===== src/hdl/bpa_pkg.sv =====
// Shared constants, types and helper functions of the bitmap page allocator.
package bpa_pkg;

	localparam int NUM_PAGES = 1024;
	localparam int WORD_BITS = 64;
	localparam int BIT_W     = $clog2(WORD_BITS);
	localparam int MAP_WORDS = (NUM_PAGES + WORD_BITS - 1) / WORD_BITS;
	localparam int WORD_AW   = (MAP_WORDS > 1) ? $clog2(MAP_WORDS) : 1;
	localparam int HINT_W    = $clog2(NUM_PAGES + 1);
	localparam int IDX_W     = 10;
	localparam int CNT_W     = 11;
	localparam int OP_W      = 2;
	localparam int IN_DATA_W  = 16;
	localparam int OUT_DATA_W = 24;

	typedef logic [WORD_BITS-1:0] map_word_t;
	typedef logic [WORD_AW-1:0]   word_t;
	typedef logic [HINT_W-1:0]    hint_t;
	typedef logic [IDX_W-1:0]     idx_t;
	typedef logic [CNT_W-1:0]     cnt_t;
	typedef logic [OP_W-1:0]      op_t;

	localparam op_t OP_ALLOC = 2'd0;
	localparam op_t OP_FREE  = 2'd1;
	localparam op_t OP_QUERY = 2'd2;

	localparam word_t LAST_WORD = word_t'(MAP_WORDS - 1);
	localparam int    LAST_REM  = NUM_PAGES - WORD_BITS * (MAP_WORDS - 1);
	// Bits of the last map word that lie beyond the page range count as used.
	localparam map_word_t LAST_PAD = (LAST_REM >= WORD_BITS) ? map_word_t'(0) :
		~((map_word_t'(1) << LAST_REM) - map_word_t'(1));

	function automatic map_word_t pad_mask(input word_t w);
		return (w == LAST_WORD) ? LAST_PAD : map_word_t'(0);
	endfunction

	// Returns {found, position} of the lowest zero bit of a map word.
	function automatic logic [BIT_W:0] find_zero(input map_word_t w);
		logic [BIT_W:0] r;
		r = '0;
		for (int i = WORD_BITS - 1; i >= 0; i--) begin
			if (!w[i]) begin
				r = {1'b1, BIT_W'(i)};
			end
		end
		return r;
	endfunction

endpackage


===== src/hdl/bitmap_page_allocator.sv =====
// Free and query read the map word, update or check it, then finish and load the output; a
// failed allocate (map full) skips the read-modify-write and goes straight to the finishing
// state; a successful allocate sets the bit and searches onward for the next lowest free page.
// One item at a time: a new input beat is taken only while the sequencer is idle.
// Reset (arst_n low, asynchronous) marks every page free, clears the used count and the
// free-page hint, and drops both valid signals; the map needs no clearing pass.
module bitmap_page_allocator (
	input  logic                           clk,
	input  logic                           arst_n,
	input  logic                           s_axis_tvalid,
	output logic                           s_axis_tready,
	// Bits from low up: page_index[9:0], zero fill [15:10].
	input  logic [bpa_pkg::IN_DATA_W-1:0]  s_axis_tdata,
	// Bits from low up: opcode[1:0].
	input  logic [bpa_pkg::OP_W-1:0]       s_axis_tuser,
	output logic                           m_axis_tvalid,
	input  logic                           m_axis_tready,
	// Bits from low up: success[0], result_page[10:1], page_free[11],
	// used_count[22:12], zero fill [23].
	output logic [bpa_pkg::OUT_DATA_W-1:0] m_axis_tdata
);
	import bpa_pkg::*;

	localparam logic [1:0] ST_IDLE = 2'd0;
	localparam logic [1:0] ST_RMW  = 2'd1;
	localparam logic [1:0] ST_SCAN = 2'd2;
	localparam logic [1:0] ST_DONE = 2'd3;

	// The used map: one bit per page, 64 pages to a word. A word that has never
	// been written reads as all free through its valid flag.
	map_word_t map_mem [MAP_WORDS];
	logic [MAP_WORDS-1:0] map_vld_q;
	map_word_t rd_data_s1;
	logic      rd_vld_s1;

	logic [1:0] state_q;
	op_t        op_q;
	idx_t       idx_q;      // page addressed by the item (the hint page for allocate)
	word_t      word_q;     // map word held in the read register
	hint_t      hint_q;     // lowest free page, NUM_PAGES when the map is full
	cnt_t       count_q;

	// Result of the item in work.
	logic       res_ok_q;
	idx_t       res_page_q;
	logic       res_free_q;

	// Output register.
	logic       m_valid_q;
	logic       m_ok_q;
	idx_t       m_page_q;
	logic       m_free_q;
	cnt_t       m_count_q;

	logic           in_beat;
	map_word_t      rd_word;
	map_word_t      bit_mask;
	map_word_t      alloc_word;
	map_word_t      srch_word;
	logic [BIT_W:0] zero_hit;
	logic           page_used;
	logic           idx_in_range;
	word_t          scan_next;
	word_t          rd_addr;
	logic           wr_en;
	map_word_t      wr_data;
	hint_t          found_hint;
	logic           out_free;

	assign in_beat       = s_axis_tvalid && s_axis_tready;
	assign s_axis_tready = (state_q == ST_IDLE);
	assign out_free      = !m_valid_q || m_axis_tready;

	// Read-modify-write datapath on the word that was read in the previous cycle.
	assign rd_word      = rd_vld_s1 ? rd_data_s1 : map_word_t'(0);
	assign bit_mask     = map_word_t'(1) << idx_q[BIT_W-1:0];
	assign page_used    = rd_word[idx_q[BIT_W-1:0]];
	assign alloc_word   = rd_word | bit_mask;
	assign idx_in_range = hint_t'(idx_q) < hint_t'(NUM_PAGES);
	assign scan_next    = word_q + word_t'(1);

	// Pages below the hint are all used, so after the allocated bit is set the
	// lowest zero of the word is the next free page.
	assign srch_word  = ((state_q == ST_RMW) ? alloc_word : rd_word) | pad_mask(word_q);
	assign zero_hit   = find_zero(srch_word);
	assign found_hint = hint_t'({word_q, zero_hit[BIT_W-1:0]});

	assign wr_en = (state_q == ST_RMW) &&
		((op_q == OP_ALLOC) || ((op_q == OP_FREE) && idx_in_range && page_used));
	assign wr_data = (op_q == OP_ALLOC) ? alloc_word : (rd_word & ~bit_mask);

	// While idle the read fetches the word of the next item; during a search
	// it fetches the word after the current one.
	always_comb begin
		if (state_q == ST_IDLE) begin
			if (s_axis_tuser == OP_ALLOC) begin
				rd_addr = hint_q[BIT_W +: WORD_AW];
			end else begin
				rd_addr = s_axis_tdata[BIT_W +: WORD_AW];
			end
		end else begin
			rd_addr = scan_next;
		end
	end

	always_ff @(posedge clk) begin
		if (wr_en) begin
			map_mem[word_q] <= wr_data;
		end
		rd_data_s1 <= map_mem[rd_addr];
	end

	always_ff @(posedge clk or negedge arst_n) begin
		if (!arst_n) begin
			map_vld_q <= '0;
			rd_vld_s1 <= 1'b0;
		end else begin
			if (wr_en) begin
				map_vld_q[word_q] <= 1'b1;
			end
			rd_vld_s1 <= map_vld_q[rd_addr];
		end
	end

	// Control sequencer, hint and count.
	always_ff @(posedge clk or negedge arst_n) begin
		if (!arst_n) begin
			state_q <= ST_IDLE;
			hint_q  <= '0;
			count_q <= '0;
		end else begin
			unique case (state_q)
				ST_IDLE: begin
					if (in_beat) begin
						if ((s_axis_tuser == OP_ALLOC) && (hint_q == hint_t'(NUM_PAGES))) begin
							state_q <= ST_DONE;
						end else begin
							state_q <= ST_RMW;
						end
					end
				end
				ST_RMW: begin
					case (op_q)
						OP_ALLOC: begin
							count_q <= count_q + cnt_t'(1);
							if (zero_hit[BIT_W]) begin
								hint_q  <= found_hint;
								state_q <= ST_DONE;
							end else if (word_q == LAST_WORD) begin
								hint_q  <= hint_t'(NUM_PAGES);
								state_q <= ST_DONE;
							end else begin
								state_q <= ST_SCAN;
							end
						end
						OP_FREE: begin
							if (idx_in_range && page_used) begin
								count_q <= count_q - cnt_t'(1);
								if (hint_t'(idx_q) < hint_q) begin
									hint_q <= hint_t'(idx_q);
								end
							end
							state_q <= ST_DONE;
						end
						default: begin
							state_q <= ST_DONE;
						end
					endcase
				end
				ST_SCAN: begin
					if (zero_hit[BIT_W]) begin
						hint_q  <= found_hint;
						state_q <= ST_DONE;
					end else if (word_q == LAST_WORD) begin
						hint_q  <= hint_t'(NUM_PAGES);
						state_q <= ST_DONE;
					end
				end
				ST_DONE: begin
					if (out_free) begin
						state_q <= ST_IDLE;
					end
				end
				default: begin
					state_q <= ST_IDLE;
				end
			endcase
		end
	end

	// Item and result payload.
	always_ff @(posedge clk) begin
		if (in_beat) begin
			op_q       <= s_axis_tuser;
			idx_q      <= (s_axis_tuser == OP_ALLOC) ? hint_q[IDX_W-1:0] : s_axis_tdata[IDX_W-1:0];
			word_q     <= rd_addr;
			res_ok_q   <= 1'b0;
			res_free_q <= 1'b0;
			res_page_q <= s_axis_tdata[IDX_W-1:0];
		end else if (state_q == ST_RMW) begin
			if (op_q == OP_ALLOC) begin
				res_ok_q   <= 1'b1;
				res_free_q <= 1'b1;
				res_page_q <= idx_q;
				if (!zero_hit[BIT_W] && (word_q != LAST_WORD)) begin
					word_q <= scan_next;
				end
			end else if (op_q == OP_FREE) begin
				res_ok_q   <= idx_in_range && page_used;
				res_free_q <= idx_in_range && !page_used;
			end else begin
				res_ok_q   <= (op_q == OP_QUERY) && idx_in_range && !page_used;
				res_free_q <= idx_in_range && !page_used;
			end
		end else if ((state_q == ST_SCAN) && !zero_hit[BIT_W] && (word_q != LAST_WORD)) begin
			word_q <= scan_next;
		end
	end

	// Output register: loaded once the item is finished and the slot is free.
	always_ff @(posedge clk or negedge arst_n) begin
		if (!arst_n) begin
			m_valid_q <= 1'b0;
		end else if ((state_q == ST_DONE) && out_free) begin
			m_valid_q <= 1'b1;
		end else if (m_axis_tready) begin
			m_valid_q <= 1'b0;
		end
	end

	always_ff @(posedge clk) begin
		if ((state_q == ST_DONE) && out_free) begin
			m_ok_q    <= res_ok_q;
			m_page_q  <= res_page_q;
			m_free_q  <= res_free_q;
			m_count_q <= count_q;
		end
	end

	assign m_axis_tvalid = m_valid_q;
	assign m_axis_tdata  = {1'b0, m_count_q, m_free_q, m_page_q, m_ok_q};

`ifndef SYNTHESIS
	a_count_range: assert property (@(posedge clk) disable iff (!arst_n)
		count_q <= cnt_t'(NUM_PAGES))
		else $error("used count exceeds the number of pages");

	a_full_hint: assert property (@(posedge clk) disable iff (!arst_n)
		(hint_q == hint_t'(NUM_PAGES)) |-> (count_q == cnt_t'(NUM_PAGES)))
		else $error("hint marks the map full while pages are free");

	a_idle_hint: assert property (@(posedge clk) disable iff (!arst_n)
		((state_q == ST_IDLE) && (count_q == cnt_t'(NUM_PAGES))) |->
		(hint_q == hint_t'(NUM_PAGES)))
		else $error("full map left with a free-page hint");

	a_beat_starts: assert property (@(posedge clk) disable iff (!arst_n)
		in_beat |=> (state_q != ST_IDLE))
		else $error("accepted beat did not start work");

	a_out_from_done: assert property (@(posedge clk) disable iff (!arst_n)
		$rose(m_valid_q) |-> ($past(state_q) == ST_DONE))
		else $error("output beat raised outside the finishing state");
`endif

endmodule

===== config.mk =====
export PLATFORM = sky130hd
export DESIGN_NAME = bitmap_page_allocator
export DESIGN_NICKNAME = d
export VERILOG_FILES = /design/src/hdl/bpa_pkg.sv /design/src/hdl/bitmap_page_allocator.sv
export SDC_FILE = /design/constraint.sdc
export NUM_CORES = 2
export LEC_CHECK = 0
export BUFFER_PORTS_ARGS = -buffer_cell sky130_fd_sc_hd__buf_2
export CORE_UTILIZATION = 51
export CTS_BUF_LIST = sky130_fd_sc_hd__clkbuf_4
export DETAILED_ROUTE_END_ITERATION = 16
export GPL_TIMING_DRIVEN = 0
export PLACE_DENSITY = 0.66
export SYNTH_ARGS = -nofsm -noshare
export SYNTH_HDL_FRONTEND = slang
export SYNTH_SLANG_ARGS = --single-unit

===== constraint.sdc =====
create_clock -name clk -period 10.23 [get_ports clk]
set_clock_uncertainty 0.15 [all_clocks]
set_input_delay 2.046 -clock clk [delete_from_list [all_inputs] [get_ports clk]]
set_output_delay 2.046 -clock clk [all_outputs]
set_load 0.02 [all_outputs]

==> metrics <==
status finished with violations; failing checks max-capacitance violations, max-slew violations; hold buffer count at CTS 0; Post-CTS Resized 0; Synth cell types 97; H-tree Lvls 5; required time of the critical path 10,880 ps; first-pass GRT wire length 233,000 um; initial antenna violation count 6; Reg area 0.0346 mm^2; area of the multi-input gates 0.0151 mm^2; GP Congestion 1.03; Initial Util 51.6%; min-delay worst type reg2reg; I/O pin count 48; Post-CTS Setup Bufs 0; Main synth FF type edfxtp_1; Hold WS 271 ps; Seq cells post-synth 1,181; VDD IR max 0.252 mV; startpoint types flip-flop; CORE AREA 0.0987 mm^2; Yosys Warn Count 0; Area growth syn-to-layout 13.4%; Initial DRC Count 4,683; chip height 318 um; vias in the first global route 35,568; critical path class reg2reg; DR vias/cell 6.27; Buffers on Ports 40; layout cell share with drive strength beyond 1 16.3%; fillers 8,074; Critical Path Sink Type flip-flop; Tmin final 6100 ps; Worst-path clk slew 70 ps; DRC violations left 0; Post-Synthesis Cells 3,969; max-slew violations 31; Finished Core Util 58.5%; clock buffer depth 4; Die X-Extent 318 um; transition time at the pin with the least slew margin 1560 ps; LEAKAGE 19.4 nW; post-synthesis cell area 0.0509 mm^2; Rows 115; Crit Path Max Fanout 44; PD cells 358 mW/mm^2; period utilization 59.6%; synthesized area per cell 12.8 um^2; Final Hold Viols 0; worst path arrival time 6740 ps; Fmax achieved 164 MHz; Post-synth ARST share 3.56%; Max Cap Violations 5; slew margin rel. -7.30%; nets 4,434; maximum number of pins on one net before global-route repair 45; WL/cell 27.6 um; gr ovfl total 0; clk_lat worst skew 1250 ps; Final ANT Viol Nets 0; first drt pass iteration count 6; WL final 162,000 um; Die Footprint 0.101 mm^2; Post-synth EDFFs 1,073; sequential share of the synthesized area 67.9%; Total Routing Usage GR 31.7%; Mapped Nets 4,019; final HPWL from detailed placement 107,000 um; clk sinks 1,181; Clock Tree Root clkbuf_4; routed vias 36,940; cts bufs inserted 314; final setup violation count 0; CTS tree built; RSZ-0062 raised after global routing false
[power by group]
part           internal, mW  switching, mW
sequential             6.38          0.359
clock                  2.19           1.87
combinational          2.70           7.18
[flip-flops by register name (all words and copies together) (netlist names), 10 cells and up]
register,count
map_vld_q,16
res_page_q,10
map_mem,1024
rd_data_s1,64
m_page_q,10
m_count_q,11
idx_q,10
count_q,11
hint_q,11
[worst max-delay path: stages, from the launching register on]
cell and delay, ps:
edfxtp_1 450, buf_2 260, buf_2 370, buf_1 840, o221ai_1 310, a222oi_1 790
nand3_1 400, a311o_1 480, buf_2 300, nor3_4 330, and2_4 540, buf_16 300
[cell usage after synthesis (12+ instances only)]
cell type / instances / area share, %
edfxtp_1: 1073 / 63
nand2_1: 692 / 5.1
a211oi_1: 331 / 4.9
and2_1: 252 / 3.1
clkbuf_1: 235 / 1.7
a21oi_1: 205 / 2.0
a31oi_1: 144 / 1.8
a311oi_1: 135 / 2.3
mux2i_1: 84 / 1.7
nand3_1: 70 / 0.69
nor2_1: 69 / 0.51
o21ai_0: 69 / 0.68
dfxtp_1: 66 / 2.6
dfrtp_1: 42 / 2.1
inv_1: 32 / 0.24
and2_0: 27 / 0.33
buf_2: 27 / 0.27
ha_1: 27 / 0.66
o31ai_1: 24 / 0.35
buf_1: 23 / 0.17
nand2b_1: 21 / 0.26
a21o_1: 20 / 0.29
nor3_1: 15 / 0.15
o211ai_1: 14 / 0.21
and3_1: 12 / 0.15
mux2_2: 12 / 0.27
or2_2: 12 / 0.15
[path summary, 6_finish.rpt]
kind                             endpoint  cells past startpoint           from  slack (ps)
max                        map_mem[3][23]                     11       idx_q[2]        4130
min                           m_page_q[9]                      0  res_page_q[9]         270
max reg2reg                map_mem[3][23]                     11       idx_q[2]        4130
min reg2reg                   m_page_q[9]                      0  res_page_q[9]         270
max in group asynchronous       hint_q[3]                      1         arst_n        8260
min in group asynchronous   map_vld_q[11]                      1         arst_n         880
[layer usage]
| metal | part of all wire, % | global-route usage, % | vias up |
|---|---|---|---|
| met5 | 0 | 0 | - |
| met1 | 41 | 43.3 | 18319 |
| met3 | 9.2 | 6.93 | 343 |
| met4 | 4.0 | 15.2 | 0 |
| met2 | 46 | 48.4 | 2060 |
| li1 | - | - | 16218 |
[metrics by stage]
step / setup WS, ps / setup TNS, ps / cell area, um^2 / instances / power (mW)
4_1_cts: 4120 / 0 / 57600 / 5881 / 20.4
3_5_place_dp: 2900 / 0 / 53700 / 5351 / 16.4
6_report: 4130 / 0 / 57700 / 5894 / 20.7
2_1_floorplan: 4680 / 0 / 50900 / 3969 / 12.3
3_3_place_gp: -276 / -22160 / 52700 / 5296 / 16.2
5_1_grt: 4250 / 0 / 57700 / 5887 / 21.6
[cells by family (layout without fill, tap and decap cells)]
logic type	Yosys count	after routing	share of synthesized area [%]
buf+inv	343	972	2.90
compound gates	1061	1061	14.5
xor+xnor	11	11	0.189
mux	99	99	2.05
flops	1181	1181	67.9
fa+ha+maj	28	28	0.703
simple gates	1245	1245	11.7
other cells	1	10	0.00736
[layout by cell type (no fill, tap or decap), drive strengths merged, types with 16 or more instances in the layout]
master and n:
a21o 20, nor3 18, edfxtp 1073, nor2 69, inv 38, a31oi 144
clkinv 47, dfrtp 42, a311oi 135, mux2i 84, buf 173, nand2b 21
and2 279, nand2 692, clkbuf 708, a21oi 205, dfxtp 66, or2 16
a211oi 331, ha 27, nand3 70, o21ai 76, o31ai 25
[area by class of cell]
type	count	share of cell area [%]
clock inverters	57	0.568
well taps	1287	2.79
clock buffers	473	6.15
repair buffers	99	1.81
inverters	34	0.221
diodes	9	0.0390
multi-input cells	2445	26.2
plain buffers	309	2.36
flip-flops and latches	1181	59.9
No activity file was read; power rests on OpenSTA's default activity.
